## config.mk

```make
export PLATFORM = sky130hd
export DESIGN_NAME = frame_interpolation_picker_core
export DESIGN_NICKNAME = d
export VERILOG_FILES = /design/src/fip_pkg.sv /design/src/fip_ring_mem.sv /design/src/fip_div.sv /design/src/frame_interpolation_picker_core.sv
export SDC_FILE = /design/constraint.sdc
export NUM_CORES = 2
export LEC_CHECK = 0
export BUFFER_PORTS_ARGS = -buffer_cell sky130_fd_sc_hd__buf_2
export CORE_ASPECT_RATIO = 1.75
export CORE_MARGIN = 8
export CORE_UTILIZATION = 30
export CTS_BUF_LIST = sky130_fd_sc_hd__clkbuf_16
export DETAILED_ROUTE_END_ITERATION = 10
export HOLD_SLACK_MARGIN = 0.06
export PLACE_DENSITY = 0.54
export SLEW_MARGIN = 25
export SYNTH_ARGS = -nofsm -noshare
export SYNTH_HDL_FRONTEND = slang
export SYNTH_SLANG_ARGS = --single-unit
```

## constraint.sdc

```tcl
create_clock -name clk -period 7.36 [get_ports clk]
set_clock_uncertainty 0.1 [all_clocks]
set_input_delay 0.736 -clock clk [delete_from_list [all_inputs] [get_ports clk]]
set_output_delay 0.736 -clock clk [all_outputs]
set_load 0.005 [all_outputs]
```

## src/fip_pkg.sv

```systemverilog
// Shared types and codes of the frame interpolation picker.
// No dependencies; used by every module of the block by scoped names.
package fip_pkg;

  localparam int TIME_W   = 48;
  localparam int PERIOD_W = 32;
  localparam int WEIGHT_W = 16;
  localparam int SLOT_W   = 3;
  localparam int CHOICE_W = 2;
  localparam int CFG_W    = 48;
  localparam int DIV_CNT_W = $clog2(WEIGHT_W);

  // Item action codes
  localparam logic ACT_STORE = 1'b0;
  localparam logic ACT_CHECK = 1'b1;

  // Present decision codes
  localparam logic [CHOICE_W-1:0] CHOICE_NONE   = 2'd0;
  localparam logic [CHOICE_W-1:0] CHOICE_BEFORE = 2'd1;
  localparam logic [CHOICE_W-1:0] CHOICE_AFTER  = 2'd2;
  localparam logic [CHOICE_W-1:0] CHOICE_BLEND  = 2'd3;

  // Configuration register indexes
  typedef enum logic [1:0] {
    REG_FRAME_PERIOD  = 2'd0,
    REG_FIRST_PRESENT = 2'd1,
    REG_BLEND_THRESH  = 2'd2,
    REG_BLEND_ENABLE  = 2'd3
  } reg_index_t;

  // Reset values of the configuration registers
  localparam logic [PERIOD_W-1:0] PERIOD_RESET  = 32'd166667;
  localparam logic [TIME_W-1:0]   FIRST_RESET   = 48'd0;
  localparam logic [WEIGHT_W-1:0] THRESH_RESET  = 16'd6554;
  localparam logic                ENABLE_RESET  = 1'b1;

  typedef struct packed {
    logic              action;
    logic [TIME_W-1:0] time_stamp;
  } item_t;

  typedef struct packed {
    logic [SLOT_W-1:0]   slot_written;
    logic                presented;
    logic [CHOICE_W-1:0] choice;
    logic [SLOT_W-1:0]   before_slot;
    logic [SLOT_W-1:0]   after_slot;
    logic [WEIGHT_W-1:0] blend_weight;
    logic [TIME_W-1:0]   target_time;
  } result_t;

  // Divider status seen by the sequencer
  typedef struct packed {
    logic busy;
    logic done;
  } div_status_t;

endpackage

```

## src/fip_ring_mem.sv

```systemverilog
// Timestamp ring memory with per-entry valid flags and a registered read.
// Depends on fip_pkg for the timestamp width.
module fip_ring_mem #(
  parameter int HISTORY_DEPTH = 8
) (
  input  logic                           clk,
  input  logic                           rst,
  input  logic                           we,
  input  logic [$clog2(HISTORY_DEPTH)-1:0] waddr,
  input  logic [fip_pkg::TIME_W-1:0]     wdata,
  input  logic                           re,
  input  logic [$clog2(HISTORY_DEPTH)-1:0] raddr,
  output logic [fip_pkg::TIME_W-1:0]     rdata,
  output logic                           rvalid
);

  logic [fip_pkg::TIME_W-1:0] mem [HISTORY_DEPTH];
  logic [HISTORY_DEPTH-1:0]   valid;

  // Write and registered read of the timestamp array
  always_ff @(posedge clk) begin
    if (we) begin
      mem[waddr] <= wdata;
    end
    if (re) begin
      rdata <= mem[raddr];
    end
  end

  // Mark entries as they get written; read the flag alongside the data
  always_ff @(posedge clk) begin
    if (rst) begin
      valid  <= '0;
      rvalid <= 1'b0;
    end else begin
      if (we) begin
        valid[waddr] <= 1'b1;
      end
      if (re) begin
        rvalid <= valid[raddr];
      end
    end
  end

endmodule

```

## src/fip_div.sv

```systemverilog
// Restoring divider: one quotient bit a cycle, 16 bits of 0.16 weight.
// Depends on fip_pkg for widths and the status struct.
module fip_div (
  input  logic                          clk,
  input  logic                          rst,
  input  logic                          start,
  input  logic [fip_pkg::TIME_W-1:0]    dividend,
  input  logic [fip_pkg::TIME_W:0]      divisor,
  output logic [fip_pkg::WEIGHT_W-1:0]  quotient,
  output fip_pkg::div_status_t          status
);

  localparam int REM_W = fip_pkg::TIME_W + 1;

  logic [REM_W-1:0]              rem;
  logic [REM_W-1:0]              dvs;
  logic [fip_pkg::DIV_CNT_W-1:0] cnt;
  logic [REM_W:0]                shifted;
  logic                          fits;

  assign shifted = {rem, 1'b0};
  assign fits    = shifted >= {1'b0, dvs};

  // Load on start, then shift and subtract once per cycle
  always_ff @(posedge clk) begin
    if (rst) begin
      status <= '0;
      cnt    <= '0;
    end else begin
      status.done <= status.busy && !start &&
                     (cnt == fip_pkg::DIV_CNT_W'(fip_pkg::WEIGHT_W - 1));
      if (start) begin
        status.busy <= 1'b1;
        cnt         <= '0;
        rem         <= {1'b0, dividend};
        dvs         <= divisor;
        quotient    <= '0;
      end else if (status.busy) begin
        rem      <= fits ? REM_W'(shifted - {1'b0, dvs}) : shifted[REM_W-1:0];
        quotient <= {quotient[fip_pkg::WEIGHT_W-2:0], fits};
        cnt      <= cnt + 1'b1;
        if (cnt == fip_pkg::DIV_CNT_W'(fip_pkg::WEIGHT_W - 1)) begin
          status.busy <= 1'b0;
        end
      end
    end
  end

endmodule

```

## src/frame_interpolation_picker_core.sv

```systemverilog
// Frame interpolation picker: timestamp ring, nearest-frame scan and blend decision.
// Depends on fip_pkg, fip_ring_mem and fip_div.
//
// Usage: requests enter on item (valid/stall); each gives exactly one result on
// result (valid/stall). A store request writes its capture time into the next ring
// slot and reports that slot; its result goes through ST_FINISH to the output register.
// A present-check request whose time is before the next present time returns an
// all-zero result. Otherwise the block reads every ring slot from the timestamp
// memory, one per cycle, to find the nearest frames before and after the target,
// then divides serially for the weight when blending and both frames exist.
// The memory scan and the 16-step divider set how long a check takes; one request
// is worked at a time and item_stall is high while it is in flight.
// The result sits in an output register: a stalled result holds steady, and
// the block takes the next request meanwhile, waiting only to hand over its
// own result. Reset empties the ring, sets the registers to their defaults
// and loads the next present time with FIRST_RESET. Configuration writes go
// through cfg_we/cfg_index/cfg_data; the user must make them only while no
// request is in flight, as the block does not enforce it.
module frame_interpolation_picker_core #(
  parameter int HISTORY_DEPTH = 8
) (
  input  logic                       clk,
  input  logic                       rst,
  input  logic                       item_valid,
  output logic                       item_stall,
  input  fip_pkg::item_t             item,
  output logic                       result_valid,
  input  logic                       result_stall,
  output fip_pkg::result_t           result,
  input  logic                       cfg_we,
  input  logic [1:0]                 cfg_index,
  input  logic [fip_pkg::CFG_W-1:0]  cfg_data
);

  localparam int IDX_W = $clog2(HISTORY_DEPTH);
  localparam int TW    = fip_pkg::TIME_W;

  typedef enum logic [5:0] {
    ST_IDLE   = 6'b000001,
    ST_SCAN   = 6'b000010,
    ST_TAIL   = 6'b000100,
    ST_EVAL   = 6'b001000,
    ST_DIV    = 6'b010000,
    ST_FINISH = 6'b100000
  } state_t;

  state_t state;

  // Configuration registers
  logic [fip_pkg::PERIOD_W-1:0] frame_period;
  logic [fip_pkg::WEIGHT_W-1:0] blend_thresh;
  logic                         blend_en;

  // Block state outside the memory
  logic [IDX_W-1:0] write_slot;
  logic [TW-1:0]    next_present;

  // Per-request working registers
  logic [TW-1:0]       now;
  logic [TW-1:0]       target;
  logic [IDX_W-1:0]    scan_addr;
  logic                cmp_vld;
  logic [IDX_W-1:0]    cmp_idx;
  logic                have_before;
  logic                have_after;
  logic [TW-1:0]       before_dist;
  logic [TW-1:0]       after_dist;
  logic [IDX_W-1:0]    before_idx;
  logic [IDX_W-1:0]    after_idx;
  fip_pkg::result_t    work;
  fip_pkg::result_t    store_res;

  // Memory and divider hookup
  logic                mem_we;
  logic                mem_re;
  logic [TW-1:0]       rd_data;
  logic                rd_valid;
  logic                div_start;
  logic [TW:0]         total;
  logic [fip_pkg::WEIGHT_W-1:0] div_q;
  fip_pkg::div_status_t         div_st;

  logic            accept;
  logic            out_load;
  logic            is_before;
  logic [TW-1:0]   dist_before;
  logic [TW-1:0]   dist_after;
  logic [TW:0]     adv_sum;
  logic [TW-1:0]   advanced;
  logic [TW-1:0]   advanced_next;
  logic [fip_pkg::WEIGHT_W:0] upper_limit;

  assign item_stall = rst | (state != ST_IDLE);
  assign accept     = item_valid & ~item_stall;
  assign mem_we     = accept & (item.action == fip_pkg::ACT_STORE);
  assign mem_re     = (state == ST_SCAN);
  assign total      = {1'b0, before_dist} + {1'b0, after_dist};
  assign div_start  = (state == ST_EVAL) & have_after & have_before & blend_en;
  assign out_load   = (state == ST_FINISH) & (~result_valid | ~result_stall);

  fip_ring_mem #(
    .HISTORY_DEPTH(HISTORY_DEPTH)
  ) u_mem (
    .clk    (clk),
    .rst    (rst),
    .we     (mem_we),
    .waddr  (write_slot),
    .wdata  (item.time_stamp),
    .re     (mem_re),
    .raddr  (scan_addr),
    .rdata  (rd_data),
    .rvalid (rd_valid)
  );

  fip_div u_div (
    .clk      (clk),
    .rst      (rst),
    .start    (div_start),
    .dividend (before_dist),
    .divisor  (total),
    .quotient (div_q),
    .status   (div_st)
  );

  // Distance of the scanned frame on either side of the target
  assign is_before   = rd_data <= target;
  assign dist_before = target - rd_data;
  assign dist_after  = rd_data - target;

  // Advance the present time with saturation, then raise it to now
  assign adv_sum       = {1'b0, target} + (TW + 1)'(frame_period);
  assign advanced      = adv_sum[TW] ? '1 : adv_sum[TW-1:0];
  assign advanced_next = (advanced < now) ? now : advanced;

  assign upper_limit = (fip_pkg::WEIGHT_W + 1)'(1 << fip_pkg::WEIGHT_W)
                     - {1'b0, blend_thresh};

  // Result of a store request: only the written slot is reported
  always_comb begin
    store_res = '0;
    store_res.slot_written = fip_pkg::SLOT_W'(write_slot);
  end

  // Configuration writes and present time
  always_ff @(posedge clk) begin
    if (rst) begin
      frame_period <= fip_pkg::PERIOD_RESET;
      blend_thresh <= fip_pkg::THRESH_RESET;
      blend_en     <= fip_pkg::ENABLE_RESET;
      next_present <= fip_pkg::FIRST_RESET;
    end else begin
      if (cfg_we) begin
        unique case (fip_pkg::reg_index_t'(cfg_index))
          fip_pkg::REG_FRAME_PERIOD:  frame_period <= cfg_data[fip_pkg::PERIOD_W-1:0];
          fip_pkg::REG_FIRST_PRESENT: next_present <= cfg_data[TW-1:0];
          fip_pkg::REG_BLEND_THRESH:  blend_thresh <= cfg_data[fip_pkg::WEIGHT_W-1:0];
          fip_pkg::REG_BLEND_ENABLE:  blend_en     <= cfg_data[0];
          default: ;
        endcase
      end else if (out_load && work.presented) begin
        next_present <= advanced_next;
      end
    end
  end

  // Fold each returned ring entry into the nearest-before/after search
  always_ff @(posedge clk) begin
    if (rst) begin
      cmp_vld <= 1'b0;
    end else begin
      cmp_vld <= mem_re;
    end
    cmp_idx <= scan_addr;
    if (accept) begin
      have_before <= 1'b0;
      have_after  <= 1'b0;
      before_dist <= '0;
      after_dist  <= '0;
      before_idx  <= '0;
      after_idx   <= '0;
    end else if (cmp_vld && rd_valid) begin
      if (is_before) begin
        if (!have_before || dist_before < before_dist) begin
          have_before <= 1'b1;
          before_dist <= dist_before;
          before_idx  <= cmp_idx;
        end
      end else begin
        if (!have_after || dist_after < after_dist) begin
          have_after <= 1'b1;
          after_dist <= dist_after;
          after_idx  <= cmp_idx;
        end
      end
    end
  end

  // Request sequencer
  always_ff @(posedge clk) begin
    if (rst) begin
      state      <= ST_IDLE;
      write_slot <= '0;
      scan_addr  <= '0;
    end else begin
      unique case (state)
        ST_IDLE: begin
          if (accept) begin
            now       <= item.time_stamp;
            target    <= next_present;
            scan_addr <= '0;
            if (item.action == fip_pkg::ACT_STORE) begin
              work <= store_res;
              write_slot <= (write_slot == IDX_W'(HISTORY_DEPTH - 1)) ?
                            '0 : write_slot + 1'b1;
              state <= ST_FINISH;
            end else if (item.time_stamp < next_present) begin
              work  <= '0;
              state <= ST_FINISH;
            end else begin
              work  <= '0;
              state <= ST_SCAN;
            end
          end
        end
        ST_SCAN: begin
          if (scan_addr == IDX_W'(HISTORY_DEPTH - 1)) begin
            state <= ST_TAIL;
          end else begin
            scan_addr <= scan_addr + 1'b1;
          end
        end
        ST_TAIL: begin
          state <= ST_EVAL;
        end
        ST_EVAL: begin
          if (!have_after) begin
            state <= ST_FINISH;
          end else begin
            work.presented   <= 1'b1;
            work.after_slot  <= fip_pkg::SLOT_W'(after_idx);
            work.before_slot <= have_before ? fip_pkg::SLOT_W'(before_idx) : '0;
            work.target_time <= target;
            if (div_start) begin
              state <= ST_DIV;
            end else begin
              work.choice <= have_before ? fip_pkg::CHOICE_BEFORE : fip_pkg::CHOICE_AFTER;
              state <= ST_FINISH;
            end
          end
        end
        ST_DIV: begin
          if (div_st.done) begin
            work.blend_weight <= div_q;
            if (div_q < blend_thresh) begin
              work.choice <= fip_pkg::CHOICE_BEFORE;
            end else if ({1'b0, div_q} > upper_limit) begin
              work.choice <= fip_pkg::CHOICE_AFTER;
            end else begin
              work.choice <= fip_pkg::CHOICE_BLEND;
            end
            state <= ST_FINISH;
          end
        end
        ST_FINISH: begin
          if (out_load) begin
            state <= ST_IDLE;
          end
        end
        default: state <= ST_IDLE;
      endcase
    end
  end

  // Output register: hold while stalled, drop once taken
  always_ff @(posedge clk) begin
    if (rst) begin
      result_valid <= 1'b0;
    end else if (out_load) begin
      result_valid <= 1'b1;
    end else if (!result_stall) begin
      result_valid <= 1'b0;
    end
    if (out_load) begin
      result <= work;
    end
  end

endmodule

```

==> impl_metrics.py <==
metrics = {
    "drt": {
        "vias": 39900,
        "finalWirelength_um": 177000,
        "first_pass_iters": 6,
        "viasPerCell": 5.12,
        "drc": 0,
        "ant_nets": 0,
        "wl_per_cell_um": 22.7,
        "drt_iter0_markers": 2311,
    },
    "timing": {
        "finalWorstSetupSlack_ns": 0.781,
        "holdWs_ns": 0.196,
        "slew_viol_final": 0,
        "min_period_over_period": 0.894,
        "rsz0062_at_grt": "false",
        "max_freq_mhz": 152,
        "finalCriticalPeriod_ns": 6.58,
        "slew_headroom": 0.163,
        "worstMarginPinSlew_ns": 1.24,
        "setup_violations": 0,
        "finalSetupTns_ns": 0,
        "hold_violations": 0,
    },
    "setup_path": {
        "slowest_stage": "a211oi_1",
        "cpMostUsedCell": "buf_4",
        "critPathCaptureType": "flop",
        "slowest_delay_ns": 0.60,
        "worst-path-buf-inv": 7,
        "cp_top_family": "compound AO/OA/AOI/OAI gates",
        "crit_arrival_ns": 7.02,
        "startpoint_type": "flop",
        "required_ns": 7.80,
        "worstSetupPathType": "flop to flop",
        "critPathMaxFanout": 28,
    },
    "synthesis": {
        "synthFlopType": "edfxtp_1",
        "synthDistinctLibCells": 90,
        "synth-edff-count": 794,
        "seq_area_frac_synth": 0.504,
        "async_flop_share": 0,
        "avgSynthCellArea_um2": 11.1,
        "synth.area.top_cells": "edfxtp_1 42%, ha_1 9.9%, dfxtp_1 8.2%, mux4_2 3.9%, a21oi_1 3.4%",
        "synth_top_cell_area_share": 0.422,
        "yosys.area.top_type": "edfxtp_1",
        "synth_cells": 5106,
        "synth.cell_area_um2": 56500,
        "ys_warn_count": 0,
        "ys_seq_elements": 1027,
        "synth_nets": 5664,
    },
    "pwr": {
        "p_per_area_nw_per_um2": 204,
        "ir_worst_vdd_mv": 0.178,
        "leakagePower_nw": 24.4,
        "power_mw": 13.0,
    },
    "cells_and_area": {
        "final_area_um2": 63700,
        "finish.utilization": 0.339,
        "synthToLayoutAreaGrowth_pct": 12.7,
        "drive_gt1_frac": 0.121,
        "nNetsFinal": 5824,
        "stdcell_count": 7798,
    },
    "die": {
        "die_area_um2": 203000,
        "core_area_um2": 188000,
        "die_h_um": 590,
        "pin_count": 182,
        "rows": 211,
        "die_x_um": 344,
        "start_util": 0.301,
    },
    "clock_tree": {
        "cts_resized": 0,
        "path_clk_slew_ns": 0.08,
        "clock_sinks": 1027,
        "clockBufferDepth": 3,
        "cts_setup_buffers": 0,
        "cts_inserted_buffers": 93,
        "hold_buffers": 0,
        "insertion_delay_ns": 0.73,
        "cts_root_buf": "clkbuf_16",
        "cts_tree": "done",
        "htree_levels": 3,
    },
    "place": {
        "place_congestion": 0.934,
        "place_inst": 7620,
        "place_area_um2": 60600,
        "dpl.hpwl_um": 138000,
        "dpl_worst_slack_ns": 0.755,
        "port_buffers": 181,
    },
    "job": {
        "maxCapViolCount": 0,
    },
    "global_routing": {
        "antenna_found_initial": 15,
        "grt_pass1_wl_um": 261000,
        "grtUsageTotal": 0.170,
        "grt_max_degree": 130,
        "grt_pass1_vias": 41400,
        "grt.overflow.total": 0,
    },
    "status": {
        "outcome": "completed",
    },
    "min_path": {
        "hp-class": "primary input to flop",
    },
}
==> synth_stat cells, drive strengths merged (9+ instances only) <==
cell type	n
mux2	50
o221ai	11
nand2b	30
a21o	164
and3	36
nor2b	32
o21ai	216
a21oi	379
buf	61
a221oi	18
nand4	79
mux2i	95
ha	449
clkbuf	160
nor3b	23
a211o	13
a2111oi	16
a31oi	31
inv	441
nor3	66
o21bai	47
dfxtp	233
nor2	366
xnor2	149
o21a	39
or3	14
nand2	315
and2	57
nand3	181
and4	9
o31ai	25
or2	12
a211oi	54
mux4	98
a21boi	15
nand3b	40
o211ai	61
nor4	28
edfxtp	794
xor2	78
==> layout by cell type (no fill, tap or decap), types with 98 or more instances in the layout <==
master	synthesis	final
a21o_1	164	164
a21oi_1	379	378
buf_2	21	180
dfxtp_1	233	230
edfxtp_1	794	794
ha_1	449	449
inv_1	440	456
mux4_2	98	98
nand2_1	315	315
nand3_1	181	181
nor2_1	366	358
o21ai_0	212	211
xnor2_1	149	149
==> final timing paths <==
check,startpoint,endpoint,slack [ns],cells past startpoint
max,target[1]$_DFFE_PP_,after_dist[3]$_SDFFE_PP0P_,0.78,26
min,cfg_data[16],frame_period[16]$_SDFFE_PP0P_,0.20,3
max reg2reg,target[1]$_DFFE_PP_,after_dist[3]$_SDFFE_PP0P_,0.78,26
min reg2reg,work[7]$_SDFFCE_PN0P_,result[7]$_DFFE_PP_,0.30,0
==> sequential cells by signal (all words and copies together) (netlist names), 8 cells and up <==
register	count
now	48
target	48
blend_thresh	16
result	76
u_mem.valid	8
after_dist	48
u_div.dvs	49
u_div.quotient	16
u_mem.rdata	48
frame_period	32
before_dist	48
u_mem.mem	384
u_div.rem	49
next_present	48
work	76
==> worst reg2reg max path, stage by stage (launching register included) <==
cell       delay (ns)
edfxtp_1         0.49
inv_1            0.15
ha_1             0.35
nor2b_1          0.18
o2111ai_1        0.25
a211oi_1         0.60
o2111ai_1        0.32
a311oi_1         0.35
buf_4            0.19
o21ai_0          0.10
buf_4            0.17
a21oi_1          0.25
a21boi_0         0.19
xnor2_1          0.17
ha_1             0.35
nand4_1          0.17
nor2_1           0.18
buf_4            0.14
nand3_1          0.07
buf_4            0.16
nor4_1           0.39
buf_4            0.17
o31ai_1          0.05
nand4_1          0.11
buf_4            0.44
mux2i_1          0.29
nor2_1           0.06
==> report_power, final <==
| group | total [mW] | switching (mW) | internal, mW | leakage (nW) |
|---|---|---|---|---|
| logic | 1.55 | 0.994 | 0.557 | 13.7 |
| clock network | 4.97 | 2.36 | 2.61 | 1.54 |
| registers | 6.49 | 0.0946 | 6.39 | 9.14 |
| total | 13.0 | 3.45 | 9.56 | 24.4 |
==> area by class of cell <==
type | count | area, um^2
clock buffer | 93 | 2330
timing repair buffer | 286 | 1820
antenna | 3 | 7.51
fill | 19000 | 124000
tap | 2449 | 3060
inverter | 442 | 1670
multi-input combinational | 3416 | 25600
sequential | 1027 | 28500
clock inverter | 82 | 753
==> layer usage <==
| metal | vias up | GRT usage | wire [um] |
|---|---|---|---|
| met5 | - | 0 | 88 |
| met4 | 16 | 0.0838 | 9920 |
| met3 | 341 | 0.0190 | 5860 |
| met2 | 870 | 0.322 | 93900 |
| met1 | 19600 | 0.184 | 67100 |
| li1 | 19100 | - | - |
==> kinds of logic after synthesis <==
family | Yosys count | synth area share
xor+xnor | 227 | 0.0352
fa+ha+maj | 454 | 0.101
flops | 1027 | 0.504
simple gates | 1306 | 0.112
compound gates | 1186 | 0.136
mux | 243 | 0.0658
buf+inv | 663 | 0.0463
Power figures use the tool's default switching activity.
